$ cat src/rtl/tls_pkg.sv
// ---------------------------------------------------------------------------
// tls_pkg
// Shared types and codes for the transformer layer scheduler.
// ---------------------------------------------------------------------------
package tls_pkg;

    localparam logic [3:0] ST_IDLE    = 4'd0;
    localparam logic [3:0] ST_START   = 4'd1;
    localparam logic [3:0] ST_LAYER   = 4'd2;
    localparam logic [3:0] ST_HEADS   = 4'd3;
    localparam logic [3:0] ST_CONCAT  = 4'd4;
    localparam logic [3:0] ST_OUTPROJ = 4'd5;
    localparam logic [3:0] ST_RES0    = 4'd6;
    localparam logic [3:0] ST_LN0     = 4'd7;
    localparam logic [3:0] ST_FFN     = 4'd8;
    localparam logic [3:0] ST_RES1    = 4'd9;
    localparam logic [3:0] ST_LN1     = 4'd10;
    localparam logic [3:0] ST_LOOP    = 4'd11;
    localparam logic [3:0] ST_STREAM  = 4'd12;

    localparam logic [2:0] PH_QKV     = 3'd0;
    localparam logic [2:0] PH_SCORES  = 3'd1;
    localparam logic [2:0] PH_SOFTMAX = 3'd2;
    localparam logic [2:0] PH_REQ1    = 3'd3;
    localparam logic [2:0] PH_VALUE   = 3'd4;
    localparam logic [2:0] PH_REQ2    = 3'd5;
    localparam logic [2:0] PH_KV      = 3'd6;
    localparam logic [2:0] PH_DONE    = 3'd7;

    localparam logic [3:0] LD_QKV    = 4'd0;
    localparam logic [3:0] LD_CTX_K  = 4'd1;
    localparam logic [3:0] LD_CTX_V  = 4'd2;
    localparam logic [3:0] LD_K_WR   = 4'd3;
    localparam logic [3:0] LD_V_WR   = 4'd4;
    localparam logic [3:0] LD_WO     = 4'd5;
    localparam logic [3:0] LD_W1     = 4'd6;
    localparam logic [3:0] LD_W2     = 4'd7;
    localparam logic [3:0] LD_LOGITS = 4'd8;

    localparam logic [4:0] OP_NONE    = 5'd0;
    localparam logic [4:0] OP_QKV     = 5'd1;
    localparam logic [4:0] OP_SCORES  = 5'd2;
    localparam logic [4:0] OP_SOFTMAX = 5'd3;
    localparam logic [4:0] OP_REQUANT = 5'd4;
    localparam logic [4:0] OP_VALUE   = 5'd5;
    localparam logic [4:0] OP_CONCAT  = 5'd6;
    localparam logic [4:0] OP_OUTPROJ = 5'd7;
    localparam logic [4:0] OP_RESID0  = 5'd8;
    localparam logic [4:0] OP_LN0     = 5'd9;
    localparam logic [4:0] OP_W1      = 5'd10;
    localparam logic [4:0] OP_ACT     = 5'd11;
    localparam logic [4:0] OP_W2      = 5'd12;
    localparam logic [4:0] OP_RESID1  = 5'd13;
    localparam logic [4:0] OP_LN1     = 5'd14;
    localparam logic [4:0] OP_DEQUANT = 5'd15;
    localparam logic [4:0] OP_LOGITS  = 5'd16;

    localparam logic [2:0] CFG_LAYERS  = 3'd0;
    localparam logic [2:0] CFG_OUTPROJ = 3'd1;
    localparam logic [2:0] CFG_FFN1    = 3'd2;
    localparam logic [2:0] CFG_FFN2    = 3'd3;
    localparam logic [2:0] CFG_LOGITS  = 3'd4;

    localparam int WF_DMA  = 0;
    localparam int WF_COMP = 1;
    localparam int WF_RES0 = 2;
    localparam int WF_LN0  = 3;
    localparam int WF_RES1 = 4;
    localparam int WF_LN1  = 5;
    localparam int WF_ACT  = 6;
    localparam int WF_DEQ  = 7;
    localparam int WF_EGR  = 8;
    localparam int WF_CAT  = 9;

    typedef struct packed {
        logic       valid;
        logic [5:0] stamp;
        logic [2:0] phase;
        logic       dma_pend;
        logic       comp_pend;
        logic       dma_flag;
        logic       comp_flag;
    } head_ctx_t;

    typedef struct packed {
        logic start_req;
        logic soft_reset;
        logic in_valid;
        logic in_last;
        logic loader_ready;
        logic dma_finished;
        logic engine_ready;
        logic engine_finished;
        logic egress_ready;
        logic egress_finished;
    } in_word_t;

    typedef struct packed {
        logic       all_done;
        logic       egress_start;
        logic [4:0] op_code;
        logic       op_start;
        logic [7:0] load_tile;
        logic [6:0] load_head;
        logic [5:0] load_layer;
        logic [3:0] load_select;
        logic       load_start;
        logic       in_ready;
        logic [5:0] current_layer;
    } out_word_t;

    typedef struct packed {
        logic [6:0] layer_count;
        logic [7:0] out_proj_tiles;
        logic [7:0] ffn_first_tiles;
        logic [7:0] ffn_second_tiles;
        logic [7:0] logit_tiles;
    } cfg_t;

endpackage

$ cat src/rtl/tls_cfg.sv
// ---------------------------------------------------------------------------
// tls_cfg
// Configuration register file: layer count and tile counts.
// ---------------------------------------------------------------------------
module tls_cfg
    import tls_pkg::*;
(
    input  logic       clk,
    input  logic       rst_n,
    input  logic       cfg_valid,
    output logic       cfg_ready,
    input  logic [2:0] cfg_index,
    input  logic [7:0] cfg_data,
    output cfg_t       cfg
);

    cfg_t cfg_reg;

    assign cfg_ready = 1'b1;
    assign cfg = cfg_reg;

    always_ff @(posedge clk or negedge rst_n)
    begin
        if (!rst_n)
        begin
            cfg_reg <= '{7'd4, 8'd4, 8'd4, 8'd4, 8'd4};
        end
        else if (cfg_valid)
        begin
            unique case (cfg_index)
                CFG_LAYERS:  cfg_reg.layer_count      <= cfg_data[6:0];
                CFG_OUTPROJ: cfg_reg.out_proj_tiles   <= cfg_data;
                CFG_FFN1:    cfg_reg.ffn_first_tiles  <= cfg_data;
                CFG_FFN2:    cfg_reg.ffn_second_tiles <= cfg_data;
                CFG_LOGITS:  cfg_reg.logit_tiles      <= cfg_data;
                default:     ;
            endcase
        end
    end

endmodule

$ cat src/rtl/tls_core.sv
// ---------------------------------------------------------------------------
// tls_core
// Sequencer: one registered input word in, one result word computed.
// ---------------------------------------------------------------------------
module tls_core
    import tls_pkg::*;
#(
    parameter int HEAD_COUNT      = 8,
    parameter int LANES_PER_GROUP = 2
)
(
    input  logic      clk,
    input  logic      rst_n,
    input  logic      step,
    input  in_word_t  in_w,
    input  cfg_t      cfg,
    output out_word_t res
);

    localparam int GROUP_COUNT = (HEAD_COUNT + LANES_PER_GROUP - 1) / LANES_PER_GROUP;
    localparam int HW = (HEAD_COUNT > 1) ? $clog2(HEAD_COUNT) : 1;

    logic [3:0]  state_reg, state_next;
    logic [5:0]  layer_reg, layer_next;
    logic [5:0]  group_reg, group_next;
    logic        rearm_reg, rearm_next;
    logic        embw_reg, embw_next;
    logic [7:0]  tile_reg, tile_next;
    logic [1:0]  sub_reg, sub_next;
    logic [11:0] wf_reg, wf_next;
    head_ctx_t   ctx_reg [HEAD_COUNT];
    head_ctx_t   ctx_next [HEAD_COUNT];
    logic        dbusy_reg, dbusy_next, cbusy_reg, cbusy_next;
    logic [5:0]  downer_reg, downer_next, cowner_reg, cowner_next;

    always_ff @(posedge clk or negedge rst_n)
    begin
        if (!rst_n)
        begin
            state_reg  <= ST_IDLE;
            layer_reg  <= '0;
            group_reg  <= '0;
            rearm_reg  <= 1'b1;
            embw_reg   <= 1'b0;
            tile_reg   <= '0;
            sub_reg    <= '0;
            wf_reg     <= '0;
            dbusy_reg  <= 1'b0;
            cbusy_reg  <= 1'b0;
            downer_reg <= '0;
            cowner_reg <= '0;
            for (int i = 0; i < HEAD_COUNT; i++)
            begin
                ctx_reg[i] <= '0;
            end
        end
        else if (step)
        begin
            state_reg  <= state_next;
            layer_reg  <= layer_next;
            group_reg  <= group_next;
            rearm_reg  <= rearm_next;
            embw_reg   <= embw_next;
            tile_reg   <= tile_next;
            sub_reg    <= sub_next;
            wf_reg     <= wf_next;
            dbusy_reg  <= dbusy_next;
            cbusy_reg  <= cbusy_next;
            downer_reg <= downer_next;
            cowner_reg <= cowner_next;
            for (int i = 0; i < HEAD_COUNT; i++)
            begin
                ctx_reg[i] <= ctx_next[i];
            end
        end
    end

    always_comb
    begin
        logic [6:0] layers;
        logic       fin;
        logic       lr, dd, cr, cd;
        logic [6:0] hidx;
        logic [HW-1:0] hs;
        logic       tdone;
        head_ctx_t  c;

        state_next  = state_reg;
        layer_next  = layer_reg;
        group_next  = group_reg;
        rearm_next  = rearm_reg;
        embw_next   = embw_reg;
        tile_next   = tile_reg;
        sub_next    = sub_reg;
        wf_next     = wf_reg;
        dbusy_next  = dbusy_reg;
        cbusy_next  = cbusy_reg;
        downer_next = downer_reg;
        cowner_next = cowner_reg;
        for (int i = 0; i < HEAD_COUNT; i++)
        begin
            ctx_next[i] = ctx_reg[i];
        end
        fin   = 1'b1;
        hidx  = '0;
        hs    = '0;
        tdone = 1'b0;
        c     = '0;
        lr = in_w.loader_ready;
        dd = in_w.dma_finished;
        cr = in_w.engine_ready;
        cd = in_w.engine_finished;
        layers = (cfg.layer_count > 7'd64) ? 7'd64 : cfg.layer_count;

        res = '0;
        res.current_layer = layer_reg;
        res.load_layer = layer_reg;

        if (in_w.soft_reset)
        begin
            state_next = ST_IDLE; layer_next = '0; group_next = '0; rearm_next = 1'b1;
            embw_next = 1'b0; tile_next = '0; sub_next = '0; wf_next = '0;
            dbusy_next = 1'b0; cbusy_next = 1'b0; downer_next = '0; cowner_next = '0;
            for (int i = 0; i < HEAD_COUNT; i++)
            begin
                ctx_next[i] = '0;
            end
            res.load_layer = '0;
        end
        else
        begin
            unique case (state_reg)
                ST_IDLE:
                begin
                    if (in_w.start_req)
                    begin
                        state_next = ST_START; layer_next = '0; group_next = '0;
                        rearm_next = 1'b1; embw_next = 1'b0; sub_next = '0;
                        for (int i = 0; i < HEAD_COUNT; i++)
                        begin
                            ctx_next[i] = '0;
                        end
                    end
                end
                ST_START:
                begin
                    res.in_ready = 1'b1;
                    if (in_w.start_req || embw_reg)
                    begin
                        embw_next = 1'b1;
                        if (in_w.in_valid && in_w.in_last)
                        begin
                            embw_next = 1'b0;
                            state_next = ST_LAYER;
                        end
                    end
                end
                ST_LAYER:
                begin
                    group_next = '0; rearm_next = 1'b1; state_next = ST_HEADS;
                end
                ST_HEADS:
                begin
                    if (rearm_reg)
                    begin
                        dbusy_next = 1'b0; cbusy_next = 1'b0;
                        downer_next = '0; cowner_next = '0;
                    end
                    if (dd && dbusy_next)
                    begin
                        for (int i = 0; i < HEAD_COUNT; i++)
                        begin
                            if (downer_next == 6'(i))
                            begin
                                ctx_next[i].dma_flag = 1'b1;
                            end
                        end
                        dbusy_next = 1'b0;
                    end
                    if (cd && cbusy_next)
                    begin
                        for (int i = 0; i < HEAD_COUNT; i++)
                        begin
                            if (cowner_next == 6'(i))
                            begin
                                ctx_next[i].comp_flag = 1'b1;
                            end
                        end
                        cbusy_next = 1'b0;
                    end
                    for (int ln = 0; ln < LANES_PER_GROUP; ln++)
                    begin
                        hidx = 7'(group_reg) * 7'(LANES_PER_GROUP) + 7'(ln);
                        if (hidx < 7'(HEAD_COUNT))
                        begin
                            hs = hidx[HW-1:0];
                            c = ctx_next[hs];
                            if (!c.valid || c.stamp != layer_reg)
                            begin
                                c = '0; c.valid = 1'b1; c.stamp = layer_reg;
                            end
                            if (c.phase != PH_DONE)
                            begin
                                fin = 1'b0;
                                case (c.phase)
                                    PH_QKV, PH_SCORES, PH_VALUE:
                                    begin
                                        if (!c.dma_pend)
                                        begin
                                            if (!dbusy_next && lr && !res.load_start)
                                            begin
                                                res.load_start = 1'b1;
                                                res.load_select =
                                                    (c.phase == PH_QKV) ? LD_QKV :
                                                    (c.phase == PH_SCORES) ? LD_CTX_K
                                                                           : LD_CTX_V;
                                                res.load_head = hidx;
                                                dbusy_next = 1'b1; downer_next = hidx[5:0];
                                                c.dma_pend = 1'b1;
                                            end
                                        end
                                        else if (c.dma_flag)
                                        begin
                                            c.dma_flag = 1'b0; c.dma_pend = 1'b0;
                                            c.comp_pend = 1'b1;
                                        end
                                        if (c.comp_pend && !c.comp_flag)
                                        begin
                                            if (!cbusy_next && cr && !res.op_start)
                                            begin
                                                res.op_start = 1'b1;
                                                res.op_code =
                                                    (c.phase == PH_QKV) ? OP_QKV :
                                                    (c.phase == PH_SCORES) ? OP_SCORES
                                                                           : OP_VALUE;
                                                cbusy_next = 1'b1; cowner_next = hidx[5:0];
                                            end
                                        end
                                        else if (c.comp_flag)
                                        begin
                                            c.comp_flag = 1'b0; c.comp_pend = 1'b0;
                                            c.phase = c.phase + 3'd1;
                                        end
                                    end
                                    PH_SOFTMAX, PH_REQ1, PH_REQ2:
                                    begin
                                        if (!c.comp_pend)
                                        begin
                                            if (!cbusy_next && cr && !res.op_start)
                                            begin
                                                res.op_start = 1'b1;
                                                res.op_code = (c.phase == PH_SOFTMAX)
                                                              ? OP_SOFTMAX : OP_REQUANT;
                                                cbusy_next = 1'b1; cowner_next = hidx[5:0];
                                                c.comp_pend = 1'b1;
                                            end
                                        end
                                        else if (c.comp_flag)
                                        begin
                                            c.comp_flag = 1'b0; c.comp_pend = 1'b0;
                                            c.phase = c.phase + 3'd1;
                                        end
                                    end
                                    PH_KV:
                                    begin
                                        if (!c.dma_pend && !c.comp_pend)
                                        begin
                                            if (!dbusy_next && lr && !res.load_start)
                                            begin
                                                res.load_start = 1'b1;
                                                res.load_select = LD_K_WR;
                                                res.load_head = hidx;
                                                dbusy_next = 1'b1; downer_next = hidx[5:0];
                                                c.dma_pend = 1'b1;
                                            end
                                        end
                                        else if (c.dma_pend && c.dma_flag)
                                        begin
                                            c.dma_flag = 1'b0; c.dma_pend = 1'b0;
                                            if (!c.comp_pend)
                                            begin
                                                c.comp_pend = 1'b1;
                                            end
                                            else
                                            begin
                                                c.comp_pend = 1'b0; c.phase = PH_DONE;
                                            end
                                        end
                                        if (c.comp_pend && !c.dma_pend)
                                        begin
                                            if (!dbusy_next && lr && !res.load_start)
                                            begin
                                                res.load_start = 1'b1;
                                                res.load_select = LD_V_WR;
                                                res.load_head = hidx;
                                                dbusy_next = 1'b1; downer_next = hidx[5:0];
                                                c.dma_pend = 1'b1;
                                            end
                                        end
                                    end
                                    default: ;
                                endcase
                            end
                            ctx_next[hs] = c;
                        end
                    end
                    if (fin && !dbusy_next && !cbusy_next)
                    begin
                        rearm_next = 1'b1;
                        if (7'(group_reg) + 7'd1 >= 7'(GROUP_COUNT))
                        begin
                            state_next = ST_CONCAT;
                        end
                        group_next = group_reg + 6'd1;
                    end
                    else
                    begin
                        rearm_next = 1'b0;
                    end
                end
                ST_CONCAT:
                begin
                    if (!wf_reg[WF_CAT] && cr)
                    begin
                        res.op_start = 1'b1; res.op_code = OP_CONCAT; wf_next[WF_CAT] = 1'b1;
                    end
                    else if (wf_reg[WF_CAT] && cd)
                    begin
                        wf_next[WF_CAT] = 1'b0; wf_next[WF_DMA] = 1'b0;
                        wf_next[WF_COMP] = 1'b0;
                        state_next = ST_OUTPROJ; tile_next = '0;
                    end
                end
                ST_OUTPROJ, ST_STREAM, ST_FFN:
                begin
                    if (state_reg == ST_FFN && sub_reg == 2'd3)
                    begin
                        state_next = ST_RES1;
                    end
                    else if (state_reg == ST_FFN && sub_reg == 2'd1)
                    begin
                        if (!wf_reg[WF_ACT] && cr)
                        begin
                            res.op_start = 1'b1; res.op_code = OP_ACT; wf_next[WF_ACT] = 1'b1;
                        end
                        else if (wf_reg[WF_ACT] && cd)
                        begin
                            wf_next[WF_ACT] = 1'b0; sub_next = 2'd2; tile_next = '0;
                        end
                    end
                    else if (state_reg == ST_FFN)
                    begin
                        if (wf_reg[WF_DMA] && dd)
                        begin
                            wf_next[WF_DMA] = 1'b0; wf_next[WF_COMP] = 1'b1;
                        end
                        if (tile_reg >= ((sub_reg == 2'd0) ? cfg.ffn_first_tiles
                                                             : cfg.ffn_second_tiles))
                        begin
                            if (!wf_next[WF_DMA] && !wf_next[WF_COMP])
                            begin
                                tdone = 1'b1;
                            end
                        end
                        else if (!wf_next[WF_DMA] && lr)
                        begin
                            res.load_start = 1'b1;
                            res.load_select = (sub_reg == 2'd0) ? LD_W1 : LD_W2;
                            res.load_head = 7'h7F; res.load_tile = tile_reg;
                            wf_next[WF_DMA] = 1'b1;
                        end
                        if (wf_next[WF_COMP] && cr)
                        begin
                            res.op_start = 1'b1;
                            res.op_code = (sub_reg == 2'd0) ? OP_W1 : OP_W2;
                            wf_next[WF_COMP] = 1'b0; tile_next = tile_reg + 8'd1;
                        end
                        if (tdone)
                        begin
                            if (sub_reg == 2'd0)
                            begin
                                sub_next = 2'd1; wf_next[WF_ACT] = 1'b0;
                            end
                            else
                            begin
                                sub_next = 2'd3;
                            end
                        end
                    end
                    else if (state_reg == ST_STREAM && sub_reg == 2'd0)
                    begin
                        if (!wf_reg[WF_DEQ] && cr)
                        begin
                            res.op_start = 1'b1; res.op_code = OP_DEQUANT;
                            wf_next[WF_DEQ] = 1'b1;
                        end
                        else if (wf_reg[WF_DEQ] && cd)
                        begin
                            wf_next[WF_DEQ] = 1'b0; sub_next = 2'd1;
                        end
                    end
                    else if (state_reg == ST_STREAM && sub_reg == 2'd2)
                    begin
                        if (!wf_reg[WF_EGR] && in_w.egress_ready)
                        begin
                            res.egress_start = 1'b1; wf_next[WF_EGR] = 1'b1;
                        end
                        else if (wf_reg[WF_EGR] && in_w.egress_finished)
                        begin
                            wf_next[WF_EGR] = 1'b0; sub_next = 2'd3;
                        end
                    end
                    else if (state_reg == ST_STREAM && sub_reg == 2'd3)
                    begin
                        res.all_done = 1'b1;
                        if (!in_w.start_req)
                        begin
                            state_next = ST_IDLE;
                        end
                    end
                    else
                    begin
                        // out projection or logits tiles: advance on issue
                        if (tile_reg >= ((state_reg == ST_OUTPROJ) ? cfg.out_proj_tiles
                                                                   : cfg.logit_tiles))
                        begin
                            if (state_reg == ST_OUTPROJ)
                            begin
                                state_next = ST_RES0;
                            end
                            else
                            begin
                                sub_next = 2'd2;
                            end
                            tdone = 1'b1;
                        end
                        else if (!wf_reg[WF_DMA] && lr)
                        begin
                            res.load_start = 1'b1;
                            res.load_select = (state_reg == ST_OUTPROJ) ? LD_WO : LD_LOGITS;
                            res.load_head = 7'h7F; res.load_tile = tile_reg;
                            wf_next[WF_DMA] = 1'b1;
                        end
                        else if (wf_reg[WF_DMA] && dd)
                        begin
                            wf_next[WF_DMA] = 1'b0; wf_next[WF_COMP] = 1'b1;
                        end
                        if ((state_reg == ST_STREAM || !tdone) && wf_next[WF_COMP] && cr)
                        begin
                            res.op_start = 1'b1;
                            res.op_code = (state_reg == ST_OUTPROJ) ? OP_OUTPROJ : OP_LOGITS;
                            wf_next[WF_COMP] = 1'b0; tile_next = tile_reg + 8'd1;
                        end
                    end
                end
                ST_RES0, ST_LN0, ST_RES1, ST_LN1:
                begin
                    hidx = '0;
                    if (state_reg == ST_RES0) hidx[3:0] = 4'(WF_RES0);
                    else if (state_reg == ST_LN0) hidx[3:0] = 4'(WF_LN0);
                    else if (state_reg == ST_RES1) hidx[3:0] = 4'(WF_RES1);
                    else hidx[3:0] = 4'(WF_LN1);
                    if (!wf_reg[hidx[3:0]] && cr)
                    begin
                        res.op_start = 1'b1;
                        res.op_code = (state_reg == ST_RES0) ? OP_RESID0 :
                                      (state_reg == ST_LN0)  ? OP_LN0 :
                                      (state_reg == ST_RES1) ? OP_RESID1 : OP_LN1;
                        wf_next[hidx[3:0]] = 1'b1;
                    end
                    else if (wf_reg[hidx[3:0]] && cd)
                    begin
                        wf_next[hidx[3:0]] = 1'b0;
                        state_next = state_reg + 4'd1;
                        if (state_reg == ST_LN0)
                        begin
                            sub_next = '0; tile_next = '0;
                            wf_next[WF_DMA] = 1'b0; wf_next[WF_COMP] = 1'b0;
                            wf_next[WF_ACT] = 1'b0;
                        end
                    end
                end
                ST_LOOP:
                begin
                    if (7'(layer_reg) + 7'd1 < layers)
                    begin
                        layer_next = layer_reg + 6'd1; state_next = ST_LAYER;
                    end
                    else
                    begin
                        state_next = ST_STREAM; sub_next = '0; tile_next = '0;
                        wf_next[WF_DMA] = 1'b0; wf_next[WF_COMP] = 1'b0;
                        wf_next[WF_DEQ] = 1'b0; wf_next[WF_EGR] = 1'b0;
                    end
                end
                default:
                begin
                    state_next = ST_IDLE;
                end
            endcase
        end
    end

endmodule

$ cat src/rtl/transformer_layer_scheduler.sv
// ---------------------------------------------------------------------------
// transformer_layer_scheduler
// Sequencer for transformer inference driven by handshake sample words.
// ---------------------------------------------------------------------------
// Each input word is one cycle's handshake sample; it is registered, the
// sequencer computes the answer word from it in one pass and the answer sits
// in an output register. One word is taken every cycle unless the skid stage
// holds a word; the output register with a one-entry skid stage keeps the
// input and output sides decoupled.
module transformer_layer_scheduler
    import tls_pkg::*;
#(
    parameter int HEAD_COUNT      = 8,
    parameter int LANES_PER_GROUP = 2
)
(
    input  logic        clk,
    input  logic        rst_n,
    input  logic        s_tvalid,
    output logic        s_tready,
    input  logic [15:0] s_tdata,  // start_req, soft_reset, in_valid, in_last, loader_ready,
                                  // dma_finished, engine_ready, engine_finished,
                                  // egress_ready, egress_finished, zero fill
    output logic        m_tvalid,
    input  logic        m_tready,
    output logic [47:0] m_tdata,  // current_layer, in_ready, load_start, load_select,
                                  // load_layer, load_head, load_tile, op_start, op_code,
                                  // egress_start, all_done, zero fill
    input  logic        cfg_valid,
    output logic        cfg_ready,
    input  logic [2:0]  cfg_index,
    input  logic [7:0]  cfg_data
);

    cfg_t      cfg;
    in_word_t  in_reg;
    logic      in_vld_reg;
    out_word_t res;
    out_word_t out_reg, skid_reg;
    logic      out_vld_reg, skid_vld_reg;
    logic      step;

    tls_cfg u_cfg
    (
        .clk       (clk),
        .rst_n     (rst_n),
        .cfg_valid (cfg_valid),
        .cfg_ready (cfg_ready),
        .cfg_index (cfg_index),
        .cfg_data  (cfg_data),
        .cfg       (cfg)
    );

    // stage advances when an input word is held and the skid slot is free
    assign step = in_vld_reg && !skid_vld_reg;
    assign s_tready = !skid_vld_reg;

    tls_core #(.HEAD_COUNT(HEAD_COUNT), .LANES_PER_GROUP(LANES_PER_GROUP)) u_core
    (
        .clk   (clk),
        .rst_n (rst_n),
        .step  (step),
        .in_w  (in_reg),
        .cfg   (cfg),
        .res   (res)
    );

    always_ff @(posedge clk or negedge rst_n)
    begin
        if (!rst_n)
        begin
            in_vld_reg   <= 1'b0;
            out_vld_reg  <= 1'b0;
            skid_vld_reg <= 1'b0;
        end
        else
        begin
            if (s_tready)
            begin
                in_vld_reg <= s_tvalid;
            end
            if (step)
            begin
                if (out_vld_reg && !m_tready)
                begin
                    skid_vld_reg <= 1'b1;
                end
                else
                begin
                    out_vld_reg <= 1'b1;
                end
            end
            else if (m_tready || !out_vld_reg)
            begin
                out_vld_reg  <= skid_vld_reg;
                skid_vld_reg <= 1'b0;
            end
        end
    end

    always_ff @(posedge clk)
    begin
        if (s_tready && s_tvalid)
        begin
            in_reg <= {s_tdata[0], s_tdata[1], s_tdata[2], s_tdata[3], s_tdata[4],
                       s_tdata[5], s_tdata[6], s_tdata[7], s_tdata[8], s_tdata[9]};
        end
        if (step)
        begin
            if (out_vld_reg && !m_tready)
            begin
                skid_reg <= res;
            end
            else
            begin
                out_reg <= res;
            end
        end
        else if (m_tready || !out_vld_reg)
        begin
            out_reg <= skid_reg;
        end
    end

    assign m_tvalid = out_vld_reg;
    assign m_tdata  = {7'd0, out_reg};

    a_no_loss: assert property (@(posedge clk) disable iff (!rst_n)
        skid_vld_reg |-> out_vld_reg)
        else $error("skid word without output word");
    a_hold: assert property (@(posedge clk) disable iff (!rst_n)
        (m_tvalid && !m_tready && !skid_vld_reg) |=> m_tvalid)
        else $error("output word dropped");
    a_start_excl: assert property (@(posedge clk) disable iff (!rst_n)
        (m_tvalid && m_tdata[40]) |-> !m_tdata[6])
        else $error("all_done with in_ready");

endmodule
$ cat config.mk
export PLATFORM = sky130hd
export DESIGN_NAME = transformer_layer_scheduler
export DESIGN_NICKNAME = d
export VERILOG_FILES = /design/src/rtl/tls_pkg.sv /design/src/rtl/tls_cfg.sv /design/src/rtl/tls_core.sv /design/src/rtl/transformer_layer_scheduler.sv
export SDC_FILE = /design/constraint.sdc
export NUM_CORES = 1
export LEC_CHECK = 0
export ABC_CLOCK_PERIOD_IN_PS = 5600
export BUFFER_PORTS_ARGS = -buffer_cell sky130_fd_sc_hd__buf_4
export CAP_MARGIN = 10
export CORE_MARGIN = 3
export CORE_UTILIZATION = 40
export DETAILED_ROUTE_END_ITERATION = 10
export GPL_TIMING_DRIVEN = 0
export PLACE_DENSITY = 0.67
export SYNTH_ARGS = -nofsm -noshare
export SYNTH_HDL_FRONTEND = slang
export SYNTH_SLANG_ARGS = --single-unit
export TNS_END_PERCENT = 50
$ cat constraint.sdc
create_clock -name clk -period 5.6 [get_ports clk]
set_input_delay 0.28 -clock clk [delete_from_list [all_inputs] [get_ports clk]]
set_output_delay 0.28 -clock clk [all_outputs]
set_load 0.005 [all_outputs]
==> summary.md <==
| Metric | Value |
|---|---|
| Status | finished, final reports clean |
| Hold Slack | 27.1 ps |
| # Max-Cap Violations | 0 |
| Chip Width | 213 um |
| DRT Pass-1 Iters | 6 |
| Peak supply drop | ~0.23 mV |
| R2r setup slk | around 240 ps |
| GPL Wtd Cong | 0.979 |
| CTS root buf | clkbuf_16 |
| Num Clock Sinks | a little under 300 |
| Hold worst-path end | u_cfg.cfg[33] |
| Die Ht | between 200 and 250 um |
| Maximum fanout along the worst path | 10 |
| Most used DFF post-synth | dfrtp_1 |
| Nets | around 1,900 |
| GRT Total Usage | roughly 25% |
| Hold-critical path depth | 2 |
| Top cell type's share of synthesized area | around 29% |
| Leak pwr | between 8 and 9 nW |
| Final Util | 47.0% |
| H-tree levels | 2 |
| Worst Setup End Kind | flop |
| Slew Limit Fails | 0 |
| Largest net degree at the start of global routing | roughly 120 |
| Core area | approximately 0.042 mm^2 |
| Residual DRC count | 0 |
| Initial antenna violation count | 0 |
| Met1 Usage GRT | 36.2% |
| Kind of critical path | flop to flop |
| Synthesized area | between 0.015 and 0.02 mm^2 |
| Layout cells sized above 1 | 15.6% |
| GR Layer Usage met2 | around 38% |
| Setup Viol. Count Final | 0 |
| Ports | slightly above 80 |
| Clock tree buffer depth | 3 |
| Worst EP required | around 6000 ps |
| GR Overflow Total | 0 |
| Initial Util | 40.6% |
| DR vias/cell | just over 6 |
| Final worst slack | between 200 and 250 ps |
| Final ANT Viol Nets | 0 |
| Fin crit share | 95.8% |
| Worst Tran Pin Value | around 1200 ps |
| Die area | roughly 0.045 mm^2 |
| Clock slew at reported path FFs | around 60 ps |
| CP arrival | ~5700 ps |
| 1st-iter DRT viols | between 1,500 and 2,000 |
| Routed WL | roughly 56 mm |
| Cell count after synthesis | approximately 1,700 |
| Post-synth ARST share | just under 70% |
| Yosys top cell by area | dfrtp_1 |
| # diodes | 0 |
| Synth-to-layout area growth | 15.8% |
| HP Class | input pin to flop |
| Seq/Total Area, Yosys | between 40% and 50% |
| Max FFs per register | around 110 |
| Finished Cell Area | 0.0198 mm^2 |
| Busiest metal layer after global routing | met2 |
| Post-route minimum period | about 5400 ps |
| TritonCTS Buffers | 34 |
| Worst Skew | ~14 ps |
| Number of synthesized register bits | 294 |
| DP Wirelength | 40.8 mm |
| R2R Path End | u_core.downer_reg[1] |
| Area contributors post-synth | dfrtp_1, edfxtp_1, nand2_1 |
| Final Total Pwr | a little under 0.007 W |
| Number of global-route vias before repair | approximately 14,000 |
| Drt wl/cell | approximately 24 um |
| Met3 usage | 4.29% |
| DP Worst Slack | -715 ps |
| PortBufs | 66 |
| RSZ-0062 raised after global routing | false |
| Avg Cell Area, Syn | slightly above 10 um^2 |
| First-pass GRT wire length | 86.3 mm |
| CTS tree | yes |
| Power per cell area | between 300 and 400 mW/mm^2 |
| Cell Area, Placed | about 0.018 mm^2 |
| Startpoint types | flop |
| Ys Warns | 0 |
| Via count of the routed design | between 10,000 and 15,000 |
| Hold_sp | cfg_data[1] |
| Post-CTS setup buffers | 0 |
| Final hold vios | 0 |
| RR Startpoint | u_core.group_reg[0] |
| FMAX | about 190 MHz |
| Netlist cell types | 96 |
| Worst Reg2Reg Path Length in Cells | 18 |
| Max transition margin | about 17% |
| Post-synth EDFFs | between 90 and 100 |
| Clk_lat worst skew | about 540 ps |
| Site Rows | 75 |
worst max-delay path: stages (launching register included):
cell	delay, ps
dfrtp_1	470
buf_6	210
buf_6	210
buf_6	210
mux2i_1	230
xnor2_1	110
nor4_2	450
mux2i_1	330
buf_2	280
nor2_4	250
nand2_1	180
inv_1	110
ha_1	140
clkbuf_1	350
o21a_1	390
o311ai_1	240
a2111oi_1	660
nand2b_1	210
o221ai_1	140
how the worst max path moves through the flow:
stage	to	startpoint
after global placement	m_tdata[19]	u_core.state_reg[3]
after CTS	m_tdata[35]	u_core.group_reg[0]
final	u_core.downer_reg[1]	u_core.group_reg[0]
after floorplan	m_tdata[34]	u_core.group_reg[0]
after detailed placement	m_tdata[19]	u_core.state_reg[3]
after global routing	m_tdata[20]	u_core.state_reg[2]
power by group:
group          internal, W  switching [W]  leakage (nW)
clock network      0.00146       0.000944         0.587
logic             0.000577        0.00112          3.87
registers          0.00255       0.000129          3.63
total              0.00459        0.00220          8.09
metal layers:
| layer | wire length, um | part of all wire (%) |
|---|---|---|
| met5 | 0 | 0 |
| met4 | 1590 | 2.8 |
| met3 | 4910 | 8.7 |
| met2 | 24700 | 44 |
| met1 | 25100 | 45 |
through the flow:
step | instances | TNS [ps]
final | 2374 | 0
after floorplan | 1689 | 0
after CTS | 2375 | 0
after detailed placement | 2299 | -15670
after global routing | 2374 | 0
after global placement | 2294 | -16380
layout make-up:
class                   count  area [um^2]
fillers                  3991        22300
multi-input cells        1246         8690
flip-flops and latches    294         7830
clock buffers              43          926
repair buffers             86          741
well taps                 539          674
plain buffers             106          478
clock inverters            19          283
inverters                  41          154
cells in the final DEF, fill, tap and decap left out, drive strengths merged, types with 23 or more instances in the layout:
cell type	count
a21oi	85
a22o	80
buf	100
clkbuf	120
dfrtp	196
edfxtp	92
ha	43
inv	41
mux2	65
mux2i	43
nand2	209
nand3	43
nor2	100
nor3	35
nor4	24
o211ai	23
o21ai	111
synth_stat cells (all sizes together), types with 7 or more instances:
cell	number
o2111ai	10
and2	22
dfrtp	196
nor3	35
a2111oi	9
xnor2	17
a22o	80
nor4b	7
a221o	9
a21boi	7
nand3	43
buf	30
mux4	17
o31ai	12
nor2b	20
mux2i	43
nor2	100
or2	8
a211oi	14
ha	43
o31a	7
nor3b	10
a21oi	85
nand4	14
mux2	65
nand2	209
o21ai	111
edfxtp	92
nand2b	22
o211ai	23
inv	41
xor2	9
and3	17
a31oi	18
clkbuf	78
or3	11
nor4	24
o22ai	7
a21o	16
o21a	9
logic make-up (layout without fill, tap and decap cells):
logic type / count (synthesis) / count (layout) / share of synthesized area [%]
buffers and inverters: 149 / 295 / 3.72
multiplexers: 125 / 125 / 9.05
other: 2 / 8 / 0.0440
flip-flops: 294 / 294 / 45.8
AO/OA/AOI/OAI: 484 / 484 / 20.2
AND/OR/NAND/NOR: 560 / 560 / 16.6
adder cells (fa/ha/maj): 43 / 43 / 3.15
XOR/XNOR: 26 / 26 / 1.42
what timing repair did:
action	CTS	global route
endpoints found under the hold margin	111	0
hold buffers	15	0
gates resized for setup	7	9
endpoints found under the setup margin	57	63
Note: power is estimated with default switching activity, not from simulation.
